$ cat src/hdl/tts_pkg.sv
package tts_pkg;

  localparam int unsigned MaxSegments = 64;
  localparam int unsigned SegCntW     = $clog2(MaxSegments + 1);

  localparam int unsigned CoordW = 32;
  localparam int unsigned TimeW  = 32;
  localparam int unsigned NormW  = 17;
  localparam int unsigned SliceW = 16;
  localparam int unsigned IdxW   = 48;  // slice index and boundary product range
  localparam int unsigned DivW   = 64;
  localparam int unsigned DvsW   = 32;
  localparam int unsigned MulW   = 33;
  localparam int unsigned CiW    = 2;
  localparam int unsigned NumCoord = 3;

  localparam logic [NormW-1:0] NormOne = NormW'(65536);

  // configuration map
  localparam int unsigned AddrW = 4;
  localparam int unsigned DataW = 32;
  localparam logic [1:0] RegMaxTime    = 2'd0;
  localparam logic [1:0] RegSliceCount = 2'd1;
  localparam logic [1:0] RegOffsetY    = 2'd2;

  localparam logic [TimeW-1:0]  MaxTimeRst    = TimeW'(256);
  localparam logic [SliceW-1:0] SliceCountRst = SliceW'(2000);
  localparam logic [CoordW-1:0] OffsetYRst    = '0;

  typedef struct packed {
    logic signed [31:0] start_x;
    logic signed [31:0] start_y;
    logic signed [31:0] start_z;
    logic [31:0]        start_time;
    logic signed [31:0] end_x;
    logic signed [31:0] end_y;
    logic signed [31:0] end_z;
    logic [31:0]        end_time;
  } track_t;

  typedef struct packed {
    logic signed [31:0] seg_start_x;
    logic signed [31:0] seg_start_y;
    logic signed [31:0] seg_start_z;
    logic [16:0]        seg_start_norm_time;
    logic signed [31:0] seg_end_x;
    logic signed [31:0] seg_end_y;
    logic signed [31:0] seg_end_z;
    logic [16:0]        seg_end_norm_time;
    logic               last;
    logic               overflow;
  } segment_t;

  typedef enum logic [4:0] {
    OP_NONE,
    OP_LOAD,
    OP_MUL_TS_S,
    OP_MUL_TE_S,
    OP_DIV_PROD_M,
    OP_DIV_PROD_S,
    OP_SET_SC,
    OP_SET_EC,
    OP_DIV_NORM_T,
    OP_SET_START,
    OP_END_EXACT,
    OP_SET_SPAN,
    OP_MUL_NB_LO,
    OP_MUL_NB_HI,
    OP_SET_BEND,
    OP_SET_NB,
    OP_SET_T,
    OP_END_P0,
    OP_DIV_LAM,
    OP_SET_LAM,
    OP_MUL_C,
    OP_SET_C,
    OP_SET_END_NT,
    OP_EMIT
  } op_e;

  typedef struct packed {
    logic div_done;
    logic reversed;
    logic sc_eq_ec;
    logic past_span;
    logic t_le_ts;
    logic ci_last;
    logic last_seg;
  } status_t;

endpackage

$ cat src/hdl/tts_ctrl.sv
module tts_ctrl (
  input  logic              clk_i,
  input  logic              rst_ni,
  input  logic              in_valid_i,
  output logic              in_stall_o,
  output logic              out_valid_o,
  input  logic              out_stall_i,
  input  tts_pkg::status_t  status_i,
  output tts_pkg::op_e      op_o
);

  typedef enum logic [4:0] {
    ST_IDLE, ST_SC_MUL, ST_SC_DIV, ST_SC_WAIT, ST_EC_MUL, ST_EC_DIV, ST_EC_WAIT,
    ST_NTS_DIV, ST_NTS_WAIT, ST_CLASS, ST_BE_LO, ST_BE_HI, ST_BE_DIV, ST_BE_WAIT,
    ST_SEG, ST_B_LO, ST_B_HI, ST_B_DIV, ST_B_WAIT, ST_TCHK, ST_LAM_WAIT,
    ST_C_MUL, ST_C_SET, ST_NT_DIV, ST_NT_WAIT, ST_EMIT
  } state_e;

  state_e state_q, state_d;
  logic   out_valid_q, out_valid_d;
  logic   slot_free;

  assign slot_free = !out_valid_q || !out_stall_i;

  always_comb begin
    state_d = state_q;
    op_o    = tts_pkg::OP_NONE;
    unique case (state_q)
      ST_IDLE: if (in_valid_i) begin
        op_o = tts_pkg::OP_LOAD;  state_d = ST_SC_MUL;
      end
      ST_SC_MUL: begin op_o = tts_pkg::OP_MUL_TS_S;   state_d = ST_SC_DIV; end
      ST_SC_DIV: begin op_o = tts_pkg::OP_DIV_PROD_M; state_d = ST_SC_WAIT; end
      ST_SC_WAIT: if (status_i.div_done) begin
        op_o = tts_pkg::OP_SET_SC; state_d = ST_EC_MUL;
      end
      ST_EC_MUL: begin op_o = tts_pkg::OP_MUL_TE_S;   state_d = ST_EC_DIV; end
      ST_EC_DIV: begin op_o = tts_pkg::OP_DIV_PROD_M; state_d = ST_EC_WAIT; end
      ST_EC_WAIT: if (status_i.div_done) begin
        op_o = tts_pkg::OP_SET_EC; state_d = ST_NTS_DIV;
      end
      ST_NTS_DIV: begin op_o = tts_pkg::OP_DIV_NORM_T; state_d = ST_NTS_WAIT; end
      ST_NTS_WAIT: if (status_i.div_done) begin
        op_o = tts_pkg::OP_SET_START; state_d = ST_CLASS;
      end
      ST_CLASS: begin
        if (status_i.reversed || status_i.sc_eq_ec) begin
          op_o = tts_pkg::OP_END_EXACT; state_d = ST_NT_DIV;
        end else begin
          op_o = tts_pkg::OP_SET_SPAN;  state_d = ST_BE_LO;
        end
      end
      ST_BE_LO:  begin op_o = tts_pkg::OP_MUL_NB_LO;  state_d = ST_BE_HI; end
      ST_BE_HI:  begin op_o = tts_pkg::OP_MUL_NB_HI;  state_d = ST_BE_DIV; end
      ST_BE_DIV: begin op_o = tts_pkg::OP_DIV_PROD_S; state_d = ST_BE_WAIT; end
      ST_BE_WAIT: if (status_i.div_done) begin
        op_o = tts_pkg::OP_SET_BEND; state_d = ST_SEG;
      end
      ST_SEG: begin
        if (status_i.past_span) begin
          op_o = tts_pkg::OP_END_EXACT; state_d = ST_NT_DIV;
        end else begin
          op_o = tts_pkg::OP_SET_NB;    state_d = ST_B_LO;
        end
      end
      ST_B_LO:  begin op_o = tts_pkg::OP_MUL_NB_LO;  state_d = ST_B_HI; end
      ST_B_HI:  begin op_o = tts_pkg::OP_MUL_NB_HI;  state_d = ST_B_DIV; end
      ST_B_DIV: begin op_o = tts_pkg::OP_DIV_PROD_S; state_d = ST_B_WAIT; end
      ST_B_WAIT: if (status_i.div_done) begin
        op_o = tts_pkg::OP_SET_T; state_d = ST_TCHK;
      end
      ST_TCHK: begin
        if (status_i.t_le_ts) begin
          op_o = tts_pkg::OP_END_P0;  state_d = ST_NT_DIV;
        end else begin
          op_o = tts_pkg::OP_DIV_LAM; state_d = ST_LAM_WAIT;
        end
      end
      ST_LAM_WAIT: if (status_i.div_done) begin
        op_o = tts_pkg::OP_SET_LAM; state_d = ST_C_MUL;
      end
      ST_C_MUL: begin op_o = tts_pkg::OP_MUL_C; state_d = ST_C_SET; end
      ST_C_SET: begin
        op_o    = tts_pkg::OP_SET_C;
        state_d = status_i.ci_last ? ST_NT_DIV : ST_C_MUL;
      end
      ST_NT_DIV: begin op_o = tts_pkg::OP_DIV_NORM_T; state_d = ST_NT_WAIT; end
      ST_NT_WAIT: if (status_i.div_done) begin
        op_o = tts_pkg::OP_SET_END_NT; state_d = ST_EMIT;
      end
      ST_EMIT: if (slot_free) begin
        op_o    = tts_pkg::OP_EMIT;
        state_d = status_i.last_seg ? ST_IDLE : ST_SEG;
      end
      default: state_d = ST_IDLE;
    endcase
  end

  always_comb begin
    out_valid_d = out_valid_q;
    if (state_q == ST_EMIT && slot_free) begin
      out_valid_d = 1'b1;
    end else if (!out_stall_i) begin
      out_valid_d = 1'b0;
    end
  end

  always_ff @(posedge clk_i or negedge rst_ni) begin
    if (!rst_ni) begin
      state_q     <= ST_IDLE;
      out_valid_q <= 1'b0;
    end else begin
      state_q     <= state_d;
      out_valid_q <= out_valid_d;
    end
  end

  assign in_stall_o  = state_q != ST_IDLE;
  assign out_valid_o = out_valid_q;

endmodule

$ cat config.mk
export PLATFORM = sky130hd
export DESIGN_NAME = tts_ctrl
export DESIGN_NICKNAME = d
export VERILOG_FILES = /design/src/hdl/tts_pkg.sv /design/src/hdl/tts_ctrl.sv
export SDC_FILE = /design/constraint.sdc
export NUM_CORES = 1
export LEC_CHECK = 0
export BUFFER_PORTS_ARGS = -buffer_cell sky130_fd_sc_hd__buf_2
export CAP_MARGIN = 0
export CORE_ASPECT_RATIO = 1.2
export CORE_UTILIZATION = 32
export CTS_CLUSTER_DIAMETER = 80
export DETAILED_ROUTE_END_ITERATION = 8
export HOLD_SLACK_MARGIN = 0.05
export MAX_ROUTING_LAYER = met4
export SLEW_MARGIN = 30
export SYNTH_ARGS = -nofsm -noshare
export SYNTH_HDL_FRONTEND = slang
export SYNTH_SLANG_ARGS = --single-unit
$ cat constraint.sdc
create_clock -name clk_i -period 1.9 [get_ports clk_i]
set_input_delay 0.19 -clock clk_i [delete_from_list [all_inputs] [get_ports clk_i]]
set_output_delay 0.19 -clock clk_i [all_outputs]
set_load 0.01 [all_outputs]
==> metrics.md, run 1 <==
| Metric | Value |
|---|---|
| Status | `finished, violations left` |
| Failing checks | `setup timing` |
| Syn nets | `153` |
| Cell chosen for the clock root | `clkbuf_4` |
| Gpl congestion | `0.906` |
| Pin count of the biggest net entering global routing | `16` |
| GRT Total Usage | `26.3%` |
| Ant diodes | `0` |
| Vias in the first global route | `1,273` |
| Ys async rst share | `100%` |
| Synth top area cells | `dfrtp_1, nor2_1, a21oi_1` |
| Register area share after synthesis | `16.0%` |
| Max frequency | `476 MHz` |
| Drt total wl | `3.96 mm` |
| CP top delay family | `simple AND/OR/NAND/NOR gates` |
| Part of the cycle the worst path needs | `111%` |
| Port buffer count | `17` |
| Layout Skew | `0.00349 ns` |
| VDD IR-drop max | `0.853 mV` |
| Setup-failing EPs final | `4` |
| Final slew viol count | `0` |
| DR pass1 iterations | `4` |
| Core Area | `0.00279 mm²` |
| Placed Cells | `205` |
| DR vias/cell | `6.14` |
| RSZ-0062 raised after global routing | `yes` |
| Chip height | `61.3 µm` |
| Total congestion overflow | `0` |
| Global-route wire length before repair | `5.83 mm` |
| Worst R2R Setup Slack | `0.01 ns` |
| Post-DR wirelength/cell | `17.8 µm` |
| Mapped Avg Cell Area | `6.61 µm²` |
| Setup_tns | `-0.408 ns` |
| Min cycle time layout | `2.10 ns` |
| Die W | `51.4 µm` |
| Worst flop-to-flop path endpoint | `state_q[2]$_DFFE_PN0P_` |
| Synth Cell Area | `938 µm²` |
| Clock Path Buffers | `2` |
| Distinct cells, synth | `50` |
| CP Capture Type | `primary output` |
| Pwr Total | `2.77 mW` |
| Buf+Inv Stages, Crit Path | `2` |
| Max stage delay cell, worst path | `dfrtp_2` |
| Share of layout cells above drive strength 1 | `45.0%` |
| Initial antenna violation count | `0` |
| Final Non-Filler Cells | `223` |
| Residual DRC count | `0` |
| Max-slew headroom | `74.7%` |
| Fillers | `268` |
| Most numerous cell in the Yosys netlist | `nor2_1` |
| Min-delay worst type | `in -> async` |
| Final #Nets | `202` |
| Top_reg_cell synth | `dfrtp_1` |
| Crit-path max FO | `7` |
| Worst EP arrival | `1.91 ns` |
| Crit path largest cell delay | `0.45 ns` |
| DP HPWL | `2.58 mm` |
| Post-synth EDFFs | `0` |
| Worst setup margin | `-0.200 ns` |
| Leak Pwr | `0.680 nW` |
| # rows | `21` |
| Yosys top cell area share | `16.0%` |
| Top Ports | `18` |
| Detail Route Antenna Nets | `0` |
| Worst-Skew Late Latency | `0.24 ns` |
| Top cell type by total area after synthesis | `dfrtp_1` |
| Critical Path Source | `state_q[4]$_DFFE_PN0P_` |
| Crit start category | `flop` |
| Initial DRC Count | `59` |
| Number of clock sinks | `6` |
| Most instantiated cells after synthesis | `nor2_1, nand2_1, a21oi_1, o21ai_0, nand3_1` |
| Max-cap violations | `0` |
| Crit path depth | `6` |
| Synth warn | `0` |
| Power per cell area | `1840 mW/mm²` |
| Routed vias | `1,369` |
| Measured slew at the worst slew-check pin | `0.379 ns` |
| Clock-pin slew of the registers on the worst-case setup and hold paths | `0.04 ns` |
| Flops & latches, synth | `6` |
| Reg2reg start | `state_q[4]$_DFFE_PN0P_` |
| CTS tree | `built` |
| Final Hold Fails | `0` |
| Die area | `0.00315 mm²` |
| R2R cell count | `6` |
| Starting density of the core | `33.7%` |
| Htree depth | `1` |
| Synth-to-Final Area Change | `60.0%` |
| Post-synthesis cell count | `142` |
| Cell breakdown of the critical path | `buf_4 -> nand2b_1 -> a21oi_1 -> a41o_1 -> or4_1 -> buf_2` |
| Crit path kind | `reg -> out` |
| CTS buffer count | `3` |
| WP data required | `1.71 ns` |
## layer usage
| metal | track usage, % | part of all wire, % |
|---|---|---|
| met1 | 27.7 | 37 |
| met2 | 45.1 | 49 |
| met3 | 2.22 | 6.6 |
| met4 | 21.2 | 6.7 |
| met5 | - | 0 |
## worst register-to-register path: stages, from the launching register on
cell	delay (ns)
dfrtp_2	0.46
buf_4	0.18
nor2_1	0.20
nand3_2	0.15
o221a_2	0.35
o21ai_4	0.09
mux2_1	0.34
## how the worst max path moves through the flow
stage                                         to  slack (ns)
after floorplan           state_q[2]$_DFFE_PN0P_        0.21
after global placement    state_q[2]$_DFFE_PN0P_        0.04
after detailed placement                 op_o[0]       -0.01
after CTS                                op_o[0]       -0.15
after global routing                     op_o[0]       -0.23
final                                    op_o[0]       -0.20
## final cells by class
type	instances	area (µm²)	area share (%)
timing repair buffer	55	453	30.2
clock buffer	3	22.5	1.50
multi-input combinational	119	807	53.8
sequential	6	154	10.3
tap	34	42.5	2.83
inverter	6	22.5	1.50
## sequential cells by signal, indices dropped and copies added (netlist names)
register     cells
out_valid_o      1
state_q          5
## cell families after synthesis
logic type / Yosys count / share of synthesized area (%)
XOR/XNOR: 2 / 1.87
multiplexers: 2 / 2.40
AND/OR/NAND/NOR: 64 / 33.9
buffers and inverters: 17 / 8.93
AO/OA/AOI/OAI: 51 / 36.9
flip-flops: 6 / 16.0
## where the power goes
group / switching [mW] / internal (mW)
sequential: 0.112 / 0.188
clock: 0.0439 / 0.0713
combinational: 1.17 / 1.19
## through the flow
step | utilization, % | worst slack [ns] | area, µm² | hold WS [ns]
3_3_place_gp | 43.2 | 0.0386 | 1200 | 0.0209
4_1_cts | 50.5 | -0.150 | 1410 | 0.290
5_1_grt | 53.9 | -0.231 | 1500 | 0.294
6_report | 53.9 | -0.200 | 1500 | 0.296
3_5_place_dp | 43.2 | -0.0122 | 1200 | 0.0232
2_1_floorplan | - | 0.214 | 938 | -0.106
## cell usage in the layout (no fill, tap or decap), types with 3 or more instances in the layout
cell       n
buf_4     26
buf_2     17
nor2_1    16
nand2_1   11
o21ai_0   10
a21oi_1    8
buf_6      8
nand3_1    6
inv_1      5
nor3_1     4
o21ai_1    4
a21oi_2    4
o211ai_1   3
clkbuf_4   3
dfrtp_1    3
dfrtp_2    3
## what timing repair did
item,in CTS,in global routing
endpoints found under the setup margin,5,7
cloned,1,0
hold buffers,1,0
hold endpoints to repair,6,0
pin swaps,6,7
gates resized for setup,17,18
buffers inserted,10,3
(Power assumes the default switching activity.)
==> inputs of run 2 (changes only) <==
- MAX_ROUTING_LAYER: met4 -> default
- clock period: 1.9 -> 2.6 ns (I/O delays scaled with it)
==> run 2 against run 1 <==
Against the previous run: the flow now finishes without violations; critical path depth is 1 lower; power is 52% lower; die area stayed put; largest cell class unchanged.
==> metrics.md, run 2 (synthesis gave the netlist of run 1 again) <==
| Metric | Value |
|---|---|
| Clock-pin slew of the registers on the worst-case setup and hold paths | `0.04 ns (about the same)` |
| Setup_tns | `0 ns (was -0.408 ns)` |
| CTS tree | `built (unchanged)` |
| Fraction of power spent switching nets | `54.5% (was 47.7%)` |
| Worst-Skew Late Latency | `0.24 ns (about the same)` |
| Number of clock sinks | `6 (unchanged)` |
| Comb pwr share | `71.1% (was 85.0%)` |
| Clock power frac | `6.1% (was 4.2%)` |
| Final slew viol count | `0 (unchanged)` |
| Port buffer count | `17 (unchanged)` |
| Core Area | `0.00279 mm² (unchanged)` |
| Vias in the first global route | `980 (was 1,273)` |
| Sw Pwr | `0.731 mW (was 1.32 mW)` |
| Htree depth | `1 (unchanged)` |
| Max-cap violations | `0 (unchanged)` |
| # rows | `21 (unchanged)` |
| CTS buffer count | `3 (unchanged)` |
| Die W | `51.4 µm (unchanged)` |
| Share of layout cells above drive strength 1 | `20.5% (was 45.0%)` |
| Initial antenna violation count | `0 (unchanged)` |
| Final #Nets | `169 (was 202)` |
| Global-route wire length before repair | `4.45 mm (was 5.83 mm)` |
| Crit start category | `flop (unchanged)` |
| Routed vias | `1,150 (was 1,369)` |
| Max-slew headroom | `55.3% (was 74.7%)` |
| DP HPWL | `2.08 mm (was 2.58 mm)` |
| DR vias/cell | `6.05 (was 6.14)` |
| Chip height | `61.3 µm (unchanged)` |
| Min-delay worst type | `in -> reg (was in -> async)` |
| Worst EP arrival | `2.20 ns (was 1.91 ns)` |
| Total congestion overflow | `0 (unchanged)` |
| Final Hold Fails | `0 (unchanged)` |
| Ant diodes | `0 (unchanged)` |
| Internal power | `0.610 mW (was 1.45 mW)` |
| GRT Total Usage | `18.5% (was 26.3%)` |
| Leak Pwr | `0.463 nW (was 0.680 nW)` |
| CP Capture Type | `primary output (unchanged)` |
| Top Ports | `18 (unchanged)` |
| Post-DR wirelength/cell | `14.4 µm (was 17.8 µm)` |
| Most common cell after layout, fill and taps aside | `nor2_1 (was buf_4)` |
| Most flops, register | `state_q (unchanged)` |
| Residual DRC count | `0 (unchanged)` |
| Synth-to-Final Area Change | `13.9% (was 60.0%)` |
| Starting density of the core | `33.7% (unchanged)` |
| Power per cell area | `1260 mW/mm² (was 1840 mW/mm²)` |
| Status | `finished, final reports clean (was finished, violations left)` |
| Initial DRC Count | `83 (was 59)` |
| Sequential fraction of design power | `22.9% (was 10.8%)` |
| Setup-failing EPs final | `0 (was 4)` |
| Gpl congestion | `0.964 (was 0.906)` |
| Detail Route Antenna Nets | `0 (unchanged)` |
| Pin count of the biggest net entering global routing | `25 (was 16)` |
| DR pass1 iterations | `4 (unchanged)` |
| Min cycle time layout | `2.46 ns` |
| Pwr Total | `1.34 mW (was 2.77 mW)` |
| Cell chosen for the clock root | `clkbuf_4 (unchanged)` |
| Die area | `0.00315 mm² (unchanged)` |
| Crit-path max FO | `20 (was 7)` |
| Layout Skew | `0.00666 ns (was 0.00349 ns)` |
| WP data required | `2.34 ns (was 1.71 ns)` |
| Drt total wl | `2.74 mm (was 3.96 mm)` |
| Setup bufs post-CTS | `0 (was 10)` |
| VDD IR-drop max | `0.851 mV (was 0.853 mV)` |
| Max frequency | `406 MHz` |
| Part of the cycle the worst path needs | `94.7%` |
| RSZ-0062 raised after global routing | `no (was yes)` |
| Measured slew at the worst slew-check pin | `0.671 ns (was 0.379 ns)` |
| Clock Path Buffers | `2 (unchanged)` |
| Crit path kind | `reg -> out (unchanged)` |
| Commonest non-fill, non-tap cells in the layout | `nor2_1, buf_2, nand2_1 (was buf_4, buf_2, nor2_1)` |
| Max reg flops | `5 (unchanged)` |
## run 2: cell types whose count changed in the layout (fill, tap and decap cells not counted), moves of 3 or more
| cell | before | now |
|---|---|---|
| buf_4 | 26 | 4 |
| buf_6 | 8 | 0 |
| a21oi_1 | 8 | 11 |
| a21oi_2 | 4 | 1 |
## run 2: worst paths after layout
path                                          from  slack, ns  depth (start not counted)                       to
min in group asynchronous                   rst_ni       0.37                          2   state_q[3]$_DFFE_PN0P_
hold / removal                         out_stall_i       0.31                          3  out_valid_o$_DFFE_PN0P_
hold reg to reg            out_valid_o$_DFFE_PN0P_       0.57                          2  out_valid_o$_DFFE_PN0P_
setup reg to reg            state_q[4]$_DFFE_PN0P_       0.47                          5   state_q[4]$_DFFE_PN0P_
setup / recovery            state_q[1]$_DFFE_PN0P_       0.14                          5                  op_o[0]
max in group asynchronous                   rst_ni       2.07                          2   state_q[2]$_DFFE_PN0P_
## run 2: area by class of cell
| class | instances | area [µm²] |
|---|---|---|
| inverters | 6 | 22.5 |
| repair buffers | 22 | 125 |
| well taps | 34 | 42.5 |
| flip-flops and latches | 6 | 151 |
| fillers | 318 | 1720 |
| clock buffers | 3 | 22.5 |
| multi-input cells | 119 | 704 |
## run 2: through the flow
| stage | util, % | instances | cell area [µm²] | setup WS (ns) | hold slack [ns] |
|---|---|---|---|---|---|
| final | 38.4 | 190 | 1070 | 0.137 | 0.310 |
| after global routing | 38.4 | 190 | 1070 | 0.00105 | 0.333 |
| after CTS | 38.3 | 190 | 1070 | 0.0971 | 0.309 |
| after detailed placement | 37.2 | 186 | 1030 | 0.357 | 0.0888 |
| after global placement | 37.2 | 186 | 1030 | 0.395 | 0.0875 |
| after floorplan | - | 142 | 938 | 0.865 | -0.0356 |
## run 2: critical path, cell delays in order, from the launching register on
cell,delay [ns]
dfrtp_1,0.76
inv_1,0.29
nand3_1,0.19
o21ai_0,0.08
or4_1,0.50
buf_2,0.15
## run 2: repair_timing
item,4_1_cts,5_1_grt
hold buffers,1,0
endpoints found under the setup margin,0,1
gates resized for setup,0,1
endpoints found under the hold margin,6,0
## run 2: layer usage
layer | vias up | wire length [µm] | GRT usage (%) | share of wire (%)
li1 | 557 | - | - | -
met1 | 531 | 1180 | 26.9 | 43
met2 | 58 | 1290 | 27.6 | 47
met3 | 4 | 227 | 0.988 | 8.3
met4 | 0 | 47 | 9.27 | 1.7
met5 | - | 0 | 0 | 0
## run 2: power groups by stage
stage | clock [mW] | combinational, mW | sequential, mW
after floorplan | 0 | 0.833 | 0.169
after CTS | 0.0867 | 0.947 | 0.297
final | 0.0816 | 0.953 | 0.307
after global routing | 0.0914 | 1.06 | 0.321
after global placement | 0 | 0.946 | 0.298
after detailed placement | 0 | 0.942 | 0.299
